[src/rtl/cjr_pkg.sv]
`timescale 1ns / 1ps
// ----------------------------------------------------------------------------
// cjr_pkg
// Types, codes and arithmetic helpers shared by the jam recovery controller.
// ----------------------------------------------------------------------------
package cjr_pkg;

  localparam int VelW   = 10;
  localparam int DriveW = 15;
  localparam int ActW   = 2;
  localparam int PhaseW = 2;
  localparam int RegIdxW = 2;

  localparam int VoltPerUnit = 30;

  localparam logic signed [VelW-1:0] RUN_VELOCITY_RST   = 10'sd0;
  localparam logic signed [VelW-1:0] JAM_THRESHOLD_RST  = 10'sd350;
  localparam logic signed [VelW-1:0] REVERSE_VELOCITY_RST = -10'sd400;

  typedef enum logic [ActW-1:0] {
    ACT_TICK  = 2'd0,
    ACT_START = 2'd1,
    ACT_STOP  = 2'd2
  } action_t;

  typedef enum logic [PhaseW-1:0] {
    PH_NORMAL  = 2'd0,
    PH_PAUSED  = 2'd1,
    PH_REVERSE = 2'd2
  } phase_t;

  typedef enum logic [RegIdxW-1:0] {
    REG_RUN_VELOCITY     = 2'd0,
    REG_JAM_THRESHOLD    = 2'd1,
    REG_REVERSE_VELOCITY = 2'd2
  } reg_idx_t;

  typedef struct packed {
    logic signed [VelW-1:0] run_velocity;
    logic signed [VelW-1:0] jam_threshold_velocity;
    logic signed [VelW-1:0] reverse_velocity;
  } cfg_regs_t;

  typedef struct packed {
    logic                     valid;
    logic signed [DriveW-1:0] drive_voltage;
    logic [PhaseW-1:0]        phase;
  } result_t;

  // divide by two, truncating toward zero
  function automatic logic signed [VelW-1:0] half_trunc(input logic signed [VelW-1:0] v);
    logic signed [VelW-1:0] biased;
    biased = v + VelW'(v[VelW-1]);
    return biased >>> 1;
  endfunction

  function automatic logic signed [DriveW-1:0] to_millivolts(
    input logic signed [VelW-1:0] v
  );
    logic signed [DriveW-1:0] wide;
    wide = DriveW'(v);
    return DriveW'(wide * DriveW'(VoltPerUnit));
  endfunction

endpackage

[src/rtl/cjr_cmd_if.sv]
`timescale 1ns / 1ps
// ----------------------------------------------------------------------------
// cjr_cmd_if
// Command channel: tick, start or stop, with the measured motor speed.
// ----------------------------------------------------------------------------
interface cjr_cmd_if import cjr_pkg::*; ();
  logic                   valid;
  logic                   ready;
  logic [ActW-1:0]        action;
  logic signed [VelW-1:0] measured_velocity;

  modport source (output valid, action, measured_velocity, input ready);
  modport sink (input valid, action, measured_velocity, output ready);
endinterface

[src/rtl/cjr_result_if.sv]
`timescale 1ns / 1ps
// ----------------------------------------------------------------------------
// cjr_result_if
// Result channel: drive command and recovery phase for one tick.
// ----------------------------------------------------------------------------
interface cjr_result_if import cjr_pkg::*; ();
  logic                     valid;
  logic                     ready;
  logic signed [DriveW-1:0] drive_voltage;
  logic [PhaseW-1:0]        phase;

  modport source (output valid, drive_voltage, phase, input ready);
  modport sink (input valid, drive_voltage, phase, output ready);
endinterface

[src/rtl/cjr_cfg_if.sv]
`timescale 1ns / 1ps
// ----------------------------------------------------------------------------
// cjr_cfg_if
// Configuration write channel: register index and write data.
// ----------------------------------------------------------------------------
interface cjr_cfg_if import cjr_pkg::*; ();
  logic               valid;
  logic               ready;
  logic [RegIdxW-1:0] index;
  logic [VelW-1:0]    data;

  modport source (output valid, index, data, input ready);
  modport sink (input valid, index, data, output ready);
endinterface

[src/rtl/cjr_cfg_regs.sv]
`timescale 1ns / 1ps
// ----------------------------------------------------------------------------
// cjr_cfg_regs
// Speed and threshold settings, written over the configuration channel.
// ----------------------------------------------------------------------------
module cjr_cfg_regs import cjr_pkg::*; (
  input  logic         clk,
  input  logic         rst,
  cjr_cfg_if.sink      cfg,
  output cfg_regs_t    regs
);

  assign cfg.ready = 1'b1;

  always_ff @(posedge clk) begin
    if (rst) begin
      regs.run_velocity           <= RUN_VELOCITY_RST;
      regs.jam_threshold_velocity <= JAM_THRESHOLD_RST;
      regs.reverse_velocity       <= REVERSE_VELOCITY_RST;
    end else if (cfg.valid) begin
      unique case (reg_idx_t'(cfg.index))
        REG_RUN_VELOCITY:     regs.run_velocity           <= $signed(cfg.data);
        REG_JAM_THRESHOLD:    regs.jam_threshold_velocity <= $signed(cfg.data);
        REG_REVERSE_VELOCITY: regs.reverse_velocity       <= $signed(cfg.data);
        default: ;
      endcase
    end
  end

endmodule

[src/rtl/cjr_core.sv]
`timescale 1ns / 1ps
// ----------------------------------------------------------------------------
// cjr_core
// Run/stop control, jam detection and recovery sequencing for one command.
// ----------------------------------------------------------------------------
module cjr_core import cjr_pkg::*; #(
  parameter int JAM_TICKS      = 20,
  parameter int RECOVERY_TICKS = 25
) (
  input  logic                   clk,
  input  logic                   rst,
  input  logic                   fire,
  input  logic [ActW-1:0]        action,
  input  logic signed [VelW-1:0] measured_velocity,
  input  cfg_regs_t              regs,
  output result_t                res
);

  localparam int JamW = $clog2(JAM_TICKS + 1);
  localparam int RecW = $clog2(RECOVERY_TICKS + 1);
  localparam logic [JamW-1:0] JAM_LIMIT = JamW'(JAM_TICKS);
  localparam logic [RecW-1:0] REC_LIMIT = RecW'(RECOVERY_TICKS);

  logic            running, running_next;
  logic            stop_pending, stop_pending_next;
  phase_t          phase, phase_next;
  logic [JamW-1:0] jam_count, jam_count_next;
  logic [RecW-1:0] pause_count, pause_count_next;
  logic [RecW-1:0] reverse_count, reverse_count_next;
  logic            last_recovery_paused, last_recovery_paused_next;

  logic signed [VelW+1:0] shortfall;
  logic signed [VelW+1:0] threshold;

  assign shortfall = (VelW+2)'(half_trunc(regs.run_velocity)) - (VelW+2)'(measured_velocity);
  assign threshold = (VelW+2)'(half_trunc(regs.jam_threshold_velocity));

  always_comb begin
    running_next              = running;
    stop_pending_next         = stop_pending;
    phase_next                = phase;
    jam_count_next            = jam_count;
    pause_count_next          = pause_count;
    reverse_count_next        = reverse_count;
    last_recovery_paused_next = last_recovery_paused;
    if (fire) begin
      unique case (action_t'(action))
        ACT_START: running_next = 1'b1;
        ACT_STOP:  stop_pending_next = 1'b1;
        ACT_TICK: begin
          if (stop_pending) begin
            stop_pending_next = 1'b0;
            running_next      = 1'b0;
          end else if (running) begin
            unique case (phase)
              PH_NORMAL: begin
                pause_count_next   = '0;
                reverse_count_next = '0;
                if (shortfall > threshold) begin
                  jam_count_next = jam_count + JamW'(1);
                end else begin
                  jam_count_next            = '0;
                  last_recovery_paused_next = 1'b0;
                end
                if (jam_count_next >= JAM_LIMIT) begin
                  phase_next = last_recovery_paused_next ? PH_REVERSE : PH_PAUSED;
                end
              end
              PH_PAUSED: begin
                jam_count_next   = '0;
                pause_count_next = pause_count + RecW'(1);
                if (pause_count_next >= REC_LIMIT) begin
                  pause_count_next          = '0;
                  phase_next                = PH_NORMAL;
                  last_recovery_paused_next = 1'b1;
                end
              end
              default: begin
                jam_count_next     = '0;
                reverse_count_next = reverse_count + RecW'(1);
                if (reverse_count_next >= REC_LIMIT) begin
                  reverse_count_next        = '0;
                  phase_next                = PH_NORMAL;
                  last_recovery_paused_next = 1'b0;
                end
              end
            endcase
          end
        end
        default: ;
      endcase
    end
  end

  always_comb begin
    res.valid         = 1'b0;
    res.drive_voltage = '0;
    if (fire && (action_t'(action) == ACT_TICK)) begin
      if (stop_pending) begin
        res.valid = 1'b1;
      end else if (running) begin
        res.valid = 1'b1;
        unique case (phase)
          PH_NORMAL: res.drive_voltage = to_millivolts(regs.run_velocity);
          PH_PAUSED: res.drive_voltage = '0;
          default:   res.drive_voltage = to_millivolts(regs.reverse_velocity);
        endcase
      end
    end
    res.phase = phase_next;
  end

  always_ff @(posedge clk) begin
    if (rst) begin
      running              <= 1'b0;
      stop_pending         <= 1'b0;
      phase                <= PH_NORMAL;
      jam_count            <= '0;
      pause_count          <= '0;
      reverse_count        <= '0;
      last_recovery_paused <= 1'b1;
    end else begin
      running              <= running_next;
      stop_pending         <= stop_pending_next;
      phase                <= phase_next;
      jam_count            <= jam_count_next;
      pause_count          <= pause_count_next;
      reverse_count        <= reverse_count_next;
      last_recovery_paused <= last_recovery_paused_next;
    end
  end

endmodule

[src/rtl/conveyor_jam_recovery_controller.sv]
`timescale 1ns / 1ps
// ----------------------------------------------------------------------------
// conveyor_jam_recovery_controller
// Conveyor motor control with jam detection and pause/reverse recovery.
//
// Channels: cmd takes ticks, starts and stops with the measured speed; result
// returns one drive command and phase for every tick that commands the motor
// (a running tick or the tick that carries out a pending stop). Starts, stops
// and idle ticks give no transaction. cfg writes the three speed settings and
// is always ready; write it only while the block is idle.
// Path: a command sits in the input register and its result then goes to the
// output register.
// Throughput: one command per cycle while result is not held; all decision
// logic sits between the input register and the output register.
// Stall: while result is held, the output register keeps its transaction and
// the input register absorbs one more command before cmd.ready drops.
// Reset: motor halted, normal phase, counters cleared, settings at defaults.
// ----------------------------------------------------------------------------
module conveyor_jam_recovery_controller import cjr_pkg::*; #(
  parameter int JAM_TICKS      = 20,
  parameter int RECOVERY_TICKS = 25
) (
  input  logic           clk,
  input  logic           rst,
  cjr_cfg_if.sink        cfg,
  cjr_cmd_if.sink        cmd,
  cjr_result_if.source   result
);

  cfg_regs_t regs;
  result_t   res;

  logic                   cmd_valid;
  logic [ActW-1:0]        cmd_action;
  logic signed [VelW-1:0] cmd_measured;
  logic                   advance;

  cjr_cfg_regs u_cfg_regs (
    .clk  (clk),
    .rst  (rst),
    .cfg  (cfg),
    .regs (regs)
  );

  assign advance   = cmd_valid && (!result.valid || result.ready);
  assign cmd.ready = !cmd_valid || advance;

  always_ff @(posedge clk) begin
    if (rst) begin
      cmd_valid <= 1'b0;
    end else if (cmd.ready) begin
      cmd_valid <= cmd.valid;
    end
  end

  always_ff @(posedge clk) begin
    if (cmd.ready && cmd.valid) begin
      cmd_action   <= cmd.action;
      cmd_measured <= cmd.measured_velocity;
    end
  end

  cjr_core #(
    .JAM_TICKS      (JAM_TICKS),
    .RECOVERY_TICKS (RECOVERY_TICKS)
  ) u_core (
    .clk               (clk),
    .rst               (rst),
    .fire              (advance),
    .action            (cmd_action),
    .measured_velocity (cmd_measured),
    .regs              (regs),
    .res               (res)
  );

  always_ff @(posedge clk) begin
    if (rst) begin
      result.valid <= 1'b0;
    end else if (advance) begin
      result.valid <= res.valid;
    end else if (result.ready) begin
      result.valid <= 1'b0;
    end
  end

  always_ff @(posedge clk) begin
    if (advance && res.valid) begin
      result.drive_voltage <= res.drive_voltage;
      result.phase         <= res.phase;
    end
  end

endmodule
[src/flat_wrapper.sv]
// flat-port wrapper written by rule: the top's interface ports become plain ports
module conveyor_jam_recovery_controller_flat import cjr_pkg::*;
#(
  parameter int JAM_TICKS      = 20,
  parameter int RECOVERY_TICKS = 25
)
  (clk, rst, cfg_valid, cfg_index, cfg_data, cfg_ready, cmd_valid, cmd_action, cmd_measured_velocity, cmd_ready, result_valid, result_drive_voltage, result_phase, result_ready);
  cjr_cfg_if cfg_i ();
  cjr_cmd_if cmd_i ();
  cjr_result_if result_i ();
  input  logic clk;
  input  logic rst;
  input wire logic [$bits(cfg_i.valid)-1:0] cfg_valid;
  input wire logic [$bits(cfg_i.index)-1:0] cfg_index;
  input wire logic [$bits(cfg_i.data)-1:0] cfg_data;
  output wire logic [$bits(cfg_i.ready)-1:0] cfg_ready;
  input wire logic [$bits(cmd_i.valid)-1:0] cmd_valid;
  input wire logic [$bits(cmd_i.action)-1:0] cmd_action;
  input wire logic [$bits(cmd_i.measured_velocity)-1:0] cmd_measured_velocity;
  output wire logic [$bits(cmd_i.ready)-1:0] cmd_ready;
  output wire logic [$bits(result_i.valid)-1:0] result_valid;
  output wire logic [$bits(result_i.drive_voltage)-1:0] result_drive_voltage;
  output wire logic [$bits(result_i.phase)-1:0] result_phase;
  input wire logic [$bits(result_i.ready)-1:0] result_ready;
  assign cfg_i.valid = cfg_valid;
  assign cfg_i.index = cfg_index;
  assign cfg_i.data = cfg_data;
  assign cfg_ready = cfg_i.ready;
  assign cmd_i.valid = cmd_valid;
  assign cmd_i.action = cmd_action;
  assign cmd_i.measured_velocity = cmd_measured_velocity;
  assign cmd_ready = cmd_i.ready;
  assign result_valid = result_i.valid;
  assign result_drive_voltage = result_i.drive_voltage;
  assign result_phase = result_i.phase;
  assign result_i.ready = result_ready;
  conveyor_jam_recovery_controller #(.JAM_TICKS(JAM_TICKS), .RECOVERY_TICKS(RECOVERY_TICKS)) u_core (.clk(clk), .rst(rst), .cfg(cfg_i), .cmd(cmd_i), .result(result_i));
endmodule
[config.mk]
export PLATFORM = sky130hd
export DESIGN_NAME = conveyor_jam_recovery_controller_flat
export DESIGN_NICKNAME = d
export VERILOG_FILES = /design/src/rtl/cjr_pkg.sv /design/src/rtl/cjr_cmd_if.sv /design/src/rtl/cjr_result_if.sv /design/src/rtl/cjr_cfg_if.sv /design/src/rtl/cjr_cfg_regs.sv /design/src/rtl/cjr_core.sv /design/src/rtl/conveyor_jam_recovery_controller.sv /design/src/flat_wrapper.sv
export SDC_FILE = /design/constraint.sdc
export NUM_CORES = 1
export LEC_CHECK = 0
export ABC_CLOCK_PERIOD_IN_PS = 4900
export BUFFER_PORTS_ARGS = -buffer_cell sky130_fd_sc_hd__buf_4
export CELL_PAD_IN_SITES_DETAIL_PLACEMENT = 1
export CELL_PAD_IN_SITES_GLOBAL_PLACEMENT = 2
export CORE_MARGIN = 3
export CORE_UTILIZATION = 40
export CTS_BUF_LIST = sky130_fd_sc_hd__clkbuf_4
export CTS_CLUSTER_SIZE = 12
export DETAILED_ROUTE_END_ITERATION = 6
export PLACE_DENSITY_LB_ADDON = 0.3
export SYNTH_ARGS = -nofsm -noshare
export SYNTH_HDL_FRONTEND = slang
export SYNTH_SLANG_ARGS = --single-unit
export TNS_END_PERCENT = 50
[constraint.sdc]
create_clock -name clk -period 4.9 [get_ports clk]
set_input_delay 0.245 -clock clk [delete_from_list [all_inputs] [get_ports clk]]
set_output_delay 0.245 -clock clk [all_outputs]
set_load 0.02 [all_outputs]
==> summary.md <==
| Metric | Value |
|---|---|
| Clock slew at the register clock pins of the worst setup and hold paths | `0.16 ns` |
| Worst EP required | `5.28 ns` |
| RSZ-0062 raised after global routing | `false` |
| Syn Nets | `849` |
| Io pins | `49` |
| Reg2reg end | `u_core.u_core.last_recovery_paused` |
| Die Area | `17,600 um^2` |
| DRC | `0` |
| Initial Utilization | `0.4161` |
| Final Routed Wirelength | `17,400 um` |
| Routed WL per cell | `17.62 um` |
| Max-cap violations | `0` |
| Period utilization | `0.9264` |
| Largest net degree at the start of global routing | `53` |
| Antenna Nets Post-Route | `0` |
| CP startpoint kind | `register` |
| Drt first pass iters | `4` |
| Die Width | `132.7 um` |
| Worst-margin pin slew | `1.132 ns` |
| Critical path endpoint category | `register` |
| Highest-count cells in the layout ignoring fill and taps | `ha_1 (80), inv_1 (73), nand2_1 (68)` |
| Initial antenna violation count | `1` |
| Placed instance area | `7000 um^2` |
| Leakage | `3.263 nW` |
| Worst Reg-to-Reg Cells | `20` |
| Headroom to the max-slew limit | `0.2421` |
| Most common cell after layout, fill and taps aside | `ha_1` |
| Mapped Cells | `711` |
| Vias | `5,319` |
| Final Skew | `0.03680 ns` |
| Iter 0 DRT Violations | `181` |
| Post-synthesis sequential area ratio | `0.2932` |
| Core ar. | `15,430 um^2` |
| Nets | `909` |
| Clk_lat worst skew | `0.48 ns` |
| R2R setup slack | `0.36 ns` |
| First-pass GRT wire length | `29,200 um` |
| Final min period | `4.539 ns` |
| Synth unique cells | `52` |
| Number of global-route vias before repair | `5,760` |
| Via density | `5.384` |
| Port bufs | `46` |
| Placer Congestion | `0.8337` |
| Num CTS Buffers | `9` |
| F_max | `0.2203 GHz` |
| Outcome | `completed` |
| Htree depth | `3` |
| YS warnings | `0` |
| Final Cell Area | `7318 um^2` |
| Critical path class | `reg2reg` |
| Critical Path Fanout Max | `8` |
| GRT Residual Overflow | `0` |
| Flop and latch count out of synthesis | `80` |
| CTS tree | `built` |
| PD cells | `228.6 nW/um^2` |
| CTS sink cnt | `80` |
| Root buffer cell | `clkbuf_4` |
| # rows | `45` |
| Launch point of the worst reg-to-reg path | `u_core.u_cfg_regs.regs[20]` |
| Setup violators final | `0` |
| Most used DFF post-synth | `dfxtp_1` |
| Setup crit start | `u_core.u_cfg_regs.regs[20]` |
| Synth async-reset ratio | `0` |
| Layout area overhead | `14.02%` |
| Post-synth EDFFs | `28` |
| Mean Syn Cell Area | `9.028 um^2` |
| Pins Over Slew Limit | `0` |
| Hold Fails Final Rpt | `0` |
| Layout cells sized above 1 | `0.09794` |
| CP arrival | `4.92 ns` |
| Die height | `132.7 um` |
| Worst Hold Class | `in2reg` |
| VDD IR-drop max | `0.1321 mV` |
| GRT Overall Usage | `0.2050` |
| Post-DP HPWL | `13,720 um` |
| Max clock buf depth | `2` |
| Synthesized area | `6419 um^2` |
| Final TNS setup | `0 ns` |
| Critical Path Sink | `u_core.u_core.last_recovery_paused` |
[layout make-up]
class                      instances  area (um^2)
antenna                            1        2.502
clock buffer                       9        67.56
clock inverter                     7        82.58
fill                            1842         8109
inverter                          73        274.0
multi-input combinational        542         4220
sequential                        80         1882
tap                              211        264.0
timing repair buffer              65        525.5
[power breakdown]
group	total, W	leakage [nW]	switching (W)	internal (W)
clock	0.000448	0.0838	0.000283	0.000166
sequential	0.000727	0.661	0.0000211	0.000705
combinational	0.000498	2.52	0.000281	0.000217
total	0.00167	3.26	0.000585	0.00109
[cell usage after synthesis, types with 4 or more instances]
cell type | count | area share
o211ai_1 | 5 | 0.0058
nor3_1 | 10 | 0.0078
clkbuf_1 | 14 | 0.0082
edfxtp_1 | 28 | 0.13
xnor2_1 | 31 | 0.042
nand2_1 | 68 | 0.040
dfxtp_1 | 52 | 0.16
o22ai_1 | 5 | 0.0049
xor2_1 | 27 | 0.037
nor2b_1 | 11 | 0.011
mux2i_1 | 15 | 0.023
a31oi_1 | 5 | 0.0049
inv_1 | 73 | 0.043
a21oi_1 | 45 | 0.035
a22oi_1 | 7 | 0.0082
nand2b_1 | 8 | 0.0078
nand4_1 | 6 | 0.0058
nor4_1 | 4 | 0.0039
nand3_1 | 16 | 0.012
fa_1 | 28 | 0.087
nor2_1 | 58 | 0.034
ha_1 | 81 | 0.16
o21a_1 | 5 | 0.0058
a21o_1 | 12 | 0.014
a211oi_1 | 10 | 0.012
nand3b_1 | 8 | 0.0094
o21ai_0 | 23 | 0.018
and2_1 | 10 | 0.0097
a211o_1 | 6 | 0.0082
[worst max-delay path, cell delays in order, from the launching register on]
cell      delay (ns)
dfxtp_1         0.45
and2_1          0.19
ha_1            0.27
xor2_1          0.22
inv_1           0.08
fa_1            0.44
nor2b_1         0.12
o21ai_0         0.08
nand2b_1        0.12
a21o_1          0.12
nand2_1         0.06
a21oi_1         0.25
a31oi_1         0.15
ha_2            0.42
nand4_1         0.10
or2_0           0.23
or3_1           0.34
nand2_1         0.14
mux2i_4         0.14
a211o_1         0.29
a211o_1         0.28
[flip-flops by register name (all words and copies together), names as in the netlist, 5 cells and up]
register	cells
u_core.result.drive_voltage	14
u_core.u_core.reverse_count	5
u_core.u_cfg_regs.regs	30
u_core.u_core.jam_count	5
u_core.cmd_measured	10
u_core.u_core.pause_count	5
[per-layer routing]
metal | track usage | wire length (um) | vias up
li1 | - | - | 2584
met1 | 0.2657 | 8031 | 2641
met2 | 0.3585 | 8579 | 79
met3 | 0.03080 | 565 | 15
met4 | 0.05196 | 228 | 0
met5 | 0 | 0 | -
[metrics by stage]
step                setup slack [ns]  hold slack (ns)    util  total power [W]  cells
floorplan                     0.5080           0.3439       -         0.001087    711
global placement              0.4611           0.4228  0.4538         0.001210    956
detailed placement            0.2463           0.4243  0.4538         0.001226    956
CTS                           0.1903         0.002386  0.4732         0.001688    987
global route                0.007534          0.02109  0.4744         0.001785    988
finish                        0.3605          0.03401  0.4744         0.001673    988
[timing repair]
item | in CTS | in global routing
resized for setup | 0 | 3
hold buffers | 15 | 0
setup endpoints to repair | 0 | 7
setup buffers | 0 | 0
endpoints found under the hold margin | 15 | 0
[kinds of logic (layout without fill, tap and decap cells)]
family,count (synthesis),in the layout,synth area share
compound gates,138,138,0.1367
xor+xnor,58,58,0.07914
mux,17,17,0.02690
flops,80,80,0.2932
other cells,2,3,0.001170
simple gates,218,218,0.1645
buf+inv,89,154,0.05322
fa+ha+maj,109,109,0.2452
[worst min path at each step]
stage | startpoint | to | slack (ns) | depth (start not counted)
after detailed placement | cmd_measured_velocity[7] | u_core.cmd_measured[7] | 0.42 | 1
final | cfg_data[5] | u_core.u_cfg_regs.regs[5] | 0.03 | 2
after global placement | cmd_measured_velocity[4] | u_core.cmd_measured[4] | 0.42 | 1
after floorplan | cmd_action[0] | u_core.cmd_action[0] | 0.34 | 0
after global routing | cfg_data[3] | u_core.u_cfg_regs.regs[3] | 0.02 | 3
after CTS | cfg_data[5] | u_core.u_cfg_regs.regs[5] | 0.002 | 2
(Power assumes the default switching activity.)
